### config.mk
export PLATFORM = sky130hd
export DESIGN_NAME = float32_multiply_truncating
export DESIGN_NICKNAME = d
export VERILOG_FILES = /design/src/rtl/fmt_pkg.sv /design/src/rtl/float32_multiply_truncating.sv /design/src/rtl/fmt_core.sv
export SDC_FILE = /design/constraint.sdc
export NUM_CORES = 1
export LEC_CHECK = 0
export BUFFER_PORTS_ARGS = -buffer_cell sky130_fd_sc_hd__buf_2
export CORE_MARGIN = 2
export CORE_UTILIZATION = 30
export CTS_CLUSTER_SIZE = 12
export DETAILED_ROUTE_END_ITERATION = 8
export SYNTH_ARGS = -nofsm -noshare
export SYNTH_HDL_FRONTEND = slang
export SYNTH_HIERARCHICAL = 1
export SYNTH_SLANG_ARGS = --single-unit
### constraint.sdc
create_clock -name clk -period 10.8 [get_ports clk]
set_clock_uncertainty 0.15 [all_clocks]
set_input_delay 1.08 -clock clk [delete_from_list [all_inputs] [get_ports clk]]
set_output_delay 1.08 -clock clk [all_outputs]
set_load 0.01 [all_outputs]
### src/rtl/fmt_pkg.sv
// ----------------------------------------------------------------------------
// fmt_pkg
// shared types and constants of the truncating single-precision multiplier
// ----------------------------------------------------------------------------
package fmt_pkg;

    localparam int unsigned EXP_W  = 8;
    localparam int unsigned FRAC_W = 23;
    localparam int unsigned SIG_W  = FRAC_W + 1;
    localparam int unsigned PROD_W = 2 * SIG_W;
    localparam logic [EXP_W-1:0] EXP_BIAS = 8'd127;

    typedef struct packed {
        logic              sign;
        logic [EXP_W-1:0]  expo;
        logic [FRAC_W-1:0] frac;
    } float_t;

endpackage

### src/rtl/float32_multiply_truncating.sv
// an accepted operand pair passes the input register, then the result register, to product valid
// throughput: one operand pair per cycle, sustained with ready held high
// the result register stalls the input stage only when it is full and not taken
// reset: rst_n asynchronous, active low, clears the valid flags only
// ----------------------------------------------------------------------------
// float32_multiply_truncating
// single-precision multiplier with truncation and a two-register pipeline
// ----------------------------------------------------------------------------
module float32_multiply_truncating
(
    input  logic        clk,
    input  logic        rst_n,
    input  logic        in_valid,
    output logic        in_ready,
    input  logic [31:0] operand_a,
    input  logic [31:0] operand_b,
    output logic        out_valid,
    input  logic        out_ready,
    output logic [31:0] product
);

    logic            s1_valid_reg;
    logic            s2_valid_reg;
    fmt_pkg::float_t a_reg;
    fmt_pkg::float_t b_reg;
    fmt_pkg::float_t p_next;
    fmt_pkg::float_t p_reg;
    logic            s2_ready;
    logic            s1_ready;

    assign s2_ready = !s2_valid_reg || out_ready;
    assign s1_ready = !s1_valid_reg || s2_ready;
    assign in_ready = s1_ready;

    fmt_core u_core
    (
        .a (a_reg),
        .b (b_reg),
        .p (p_next)
    );

    always_ff @(posedge clk or negedge rst_n)
    begin
        if (!rst_n)
        begin
            s1_valid_reg <= 1'b0;
            s2_valid_reg <= 1'b0;
        end
        else
        begin
            if (s1_ready)
                s1_valid_reg <= in_valid;
            if (s2_ready)
                s2_valid_reg <= s1_valid_reg;
        end
    end

    always_ff @(posedge clk)
    begin
        if (s1_ready && in_valid)
        begin
            a_reg <= operand_a;
            b_reg <= operand_b;
        end
        if (s2_ready && s1_valid_reg)
            p_reg <= p_next;
    end

    assign out_valid = s2_valid_reg;
    assign product   = p_reg;

endmodule

### src/rtl/fmt_core.sv
// ----------------------------------------------------------------------------
// fmt_core
// combinational product: zero test, significand multiply, normalise, truncate
// ----------------------------------------------------------------------------
module fmt_core
(
    input  fmt_pkg::float_t a,
    input  fmt_pkg::float_t b,
    output fmt_pkg::float_t p
);

    logic                        sign;
    logic                        is_zero;
    logic [fmt_pkg::PROD_W-1:0]  prod;
    logic                        norm;
    logic [fmt_pkg::EXP_W-1:0]   expo;
    logic [fmt_pkg::FRAC_W-1:0]  frac;

    assign sign    = a.sign ^ b.sign;
    assign is_zero = (a.expo == '0 && a.frac == '0) || (b.expo == '0 && b.frac == '0);
    assign prod    = {{fmt_pkg::SIG_W{1'b0}}, 1'b1, a.frac}
                   * {{fmt_pkg::SIG_W{1'b0}}, 1'b1, b.frac};
    assign norm    = prod[fmt_pkg::PROD_W-1];
    assign frac    = norm ? prod[fmt_pkg::PROD_W-2 -: fmt_pkg::FRAC_W]
                          : prod[fmt_pkg::PROD_W-3 -: fmt_pkg::FRAC_W];
    assign expo    = a.expo + b.expo + {7'd0, norm} - fmt_pkg::EXP_BIAS;

    always_comb
    begin
        p.sign = sign;
        if (is_zero)
        begin
            p.expo = '0;
            p.frac = '0;
        end
        else
        begin
            p.expo = expo;
            p.frac = frac;
        end
    end

endmodule

==> flow_summary.json <==
{
  "numCtsBuffers": 9,
  "critPathKind": "flip-flop to flip-flop",
  "yosys_warnings": 6,
  "tightest_slew_ps": 1260,
  "ys_seq_area_share_pct": 13.3,
  "setup_viol": 0,
  "r2r_setup_slack_ps": 1370,
  "fmax_mhz": 106,
  "slowest_stage": "edfxtp_1",
  "critPathMaxStageDelay_ps": 1190,
  "slew_violations": 0,
  "clock_latency_ps": 380,
  "syn-num-nets": 3052,
  "place_ws_ps": 1470,
  "startpoint_type": "flip-flop",
  "final-hold-violation-count": 0,
  "grt_pass1_wl_um": 95200,
  "cp-end-kind": "flip-flop",
  "synth_edf_count": 96,
  "relSlewSlack_pct": 15.9,
  "hold_class": "input port to asynchronous set/reset pin",
  "netlist.area_leader.share_pct": 43.8,
  "r2r_cells": 36,
  "first_pass_iters": 5,
  "via_per_inst": 4.66,
  "cp.arrival_ps": 9400,
  "synth_top_cell_by_area": "fa_1",
  "antenna_found_initial": 3,
  "multi_input_area_um2": 16600,
  "syn_area_per_cell_um2": 9.50,
  "cts.sinks": 98,
  "routabilityCongestion": 0.896,
  "grt_usage_pct": 16.7,
  "drt_wl_total_um": 61300,
  "die-area_um2": 75600,
  "synthTopCellsByArea": "fa_1, edfxtp_1, ha_1, inv_1, and2_1",
  "period_share_pct": 87.3,
  "worstReg2RegStart": "b_reg[5]",
  "hold_buffers": 0,
  "final.min_clock_period_ps": 9430,
  "drc": 0,
  "syn_to_final_growth_pct": 9.04,
  "r2r_end": "product[29]",
  "critPathRequiredTime_ps": 10770,
  "die_h_um": 275,
  "antenna_cells": 0,
  "port_buffers": 101,
  "grt_pass1_vias": 16500,
  "outcome": "complete, no violations",
  "tns_ps": 0,
  "maxCapViolations": 0,
  "cts_resized": 0,
  "synth_most_common_cell": "inv_1",
  "drtIter0Drc": 1041,
  "dp_hpwl_um": 49700,
  "cts.htree.levels": 3,
  "clk_path_buf_depth": 2,
  "synthTopCellsByCount": "inv_1, fa_1, nand2_1, and2_1, ha_1",
  "rsz0062_at_grt": "no",
  "wl_per_cell_um": 18.3,
  "yosys_most_used_dff": "edfxtp_1",
  "root_buffer": "clkbuf_16",
  "crit_path_frequent_cell": "fa_1",
  "clk_pin_slew_ps": 70,
  "num_vias": 15600,
  "cp_max_fo": 25,
  "io-pin-count": 102,
  "timing.final.ws_setup_ps": 1370,
  "synth_area_um2": 22000,
  "seq_area_um2": 2930,
  "syn-instance-count": 2320,
  "cts_tree": "yes",
  "rows": 99,
  "drtAntennaViolNets": 0,
  "fillers": 7554,
  "async_reset_ff_share_pct": 2.04,
  "final_nets": 3110,
  "gr-total-overflow": 0,
  "post-cts-setup-buffer-count": 0,
  "drive_gt1_share_pct": 7.34,
  "core_area_um2": 72800,
  "die_w_um": 275,
  "initial_core_util_pct": 30.2,
  "synth-seq-cells": 98,
  "synth.distinct_cells": 54,
  "grt_max_degree": 65
}
## placed cells by master (no fill, tap or decap), types with 7 or more instances in the layout
master	instances
xnor2_1	24
o21ai_0	20
fa_1	482
nand2_1	343
inv_1	570
nor4_1	17
buf_4	48
and2_1	218
nor2_1	62
clkbuf_16	9
buf_2	101
edfxtp_1	96
nor3_1	10
xor2_1	9
a21o_1	17
o21bai_1	10
nand3_1	7
nand4_1	20
a21oi_1	66
ha_1	182
## worst max-delay path by stage
stage,start,endpoint,slack [ps],cells past startpoint
floorplan,a_reg[13],product[29],2370,37
global placement,b_reg[5],product[29],1410,36
detailed placement,b_reg[5],product[29],1470,36
CTS,b_reg[5],product[29],1410,36
global route,b_reg[5],product[29],930,34
finish,b_reg[5],product[29],1370,36
## per-layer routing
metal / part of all wire (%) / track usage (%) / vias to the layer above / wire length (um)
met4: 4.4 / 7.16 / 0 / 2700
li1: - / - / 6988 / -
met5: 0 / 0 / - / 0
met3: 8.0 / 3.60 / 134 / 4910
met1: 41 / 21.5 / 7860 / 25100
met2: 47 / 27.2 / 600 / 28600
## stage by stage
stage               utilization, %  hold WS, ps  instances  instance area (um^2)
global placement              32.6          389       3326                 23700
detailed placement            32.6          387       3326                 23700
CTS                           33.0          319       3342                 24000
finish                        33.0          334       3342                 24000
global route                  33.0          327       3342                 24000
floorplan                        -          361       2320                 22000
## critical path, delay by kind of cell, from the launching register on
family          cells  cell delay, ps
fa+ha+maj          10            4550
flops               1            1190
simple gates        7             670
compound gates      9            1760
xor+xnor            2             240
buf+inv             8             590
## cells by family after synthesis
| group | Yosys count | share of synthesized area (%) |
|---|---|---|
| fa+ha+maj | 664 | 54.1 |
| compound gates | 151 | 4.31 |
| simple gates | 697 | 15.2 |
| xor+xnor | 35 | 1.46 |
| buf+inv | 674 | 11.5 |
| mux | 1 | 0.0454 |
| flops | 98 | 13.3 |
## area by class of cell
type / count / share of cell area [%]
clock buffer: 10 / 0.953
multi-input combinational: 1548 / 69.0
tap: 959 / 5.00
inverter: 572 / 8.94
sequential: 98 / 12.2
clock inverter: 6 / 0.344
timing repair buffer: 149 / 3.60
Power is left out: the tool's default activity adds up to more than one toggle a clock period on the data nets, which glitch-free logic cannot reach.
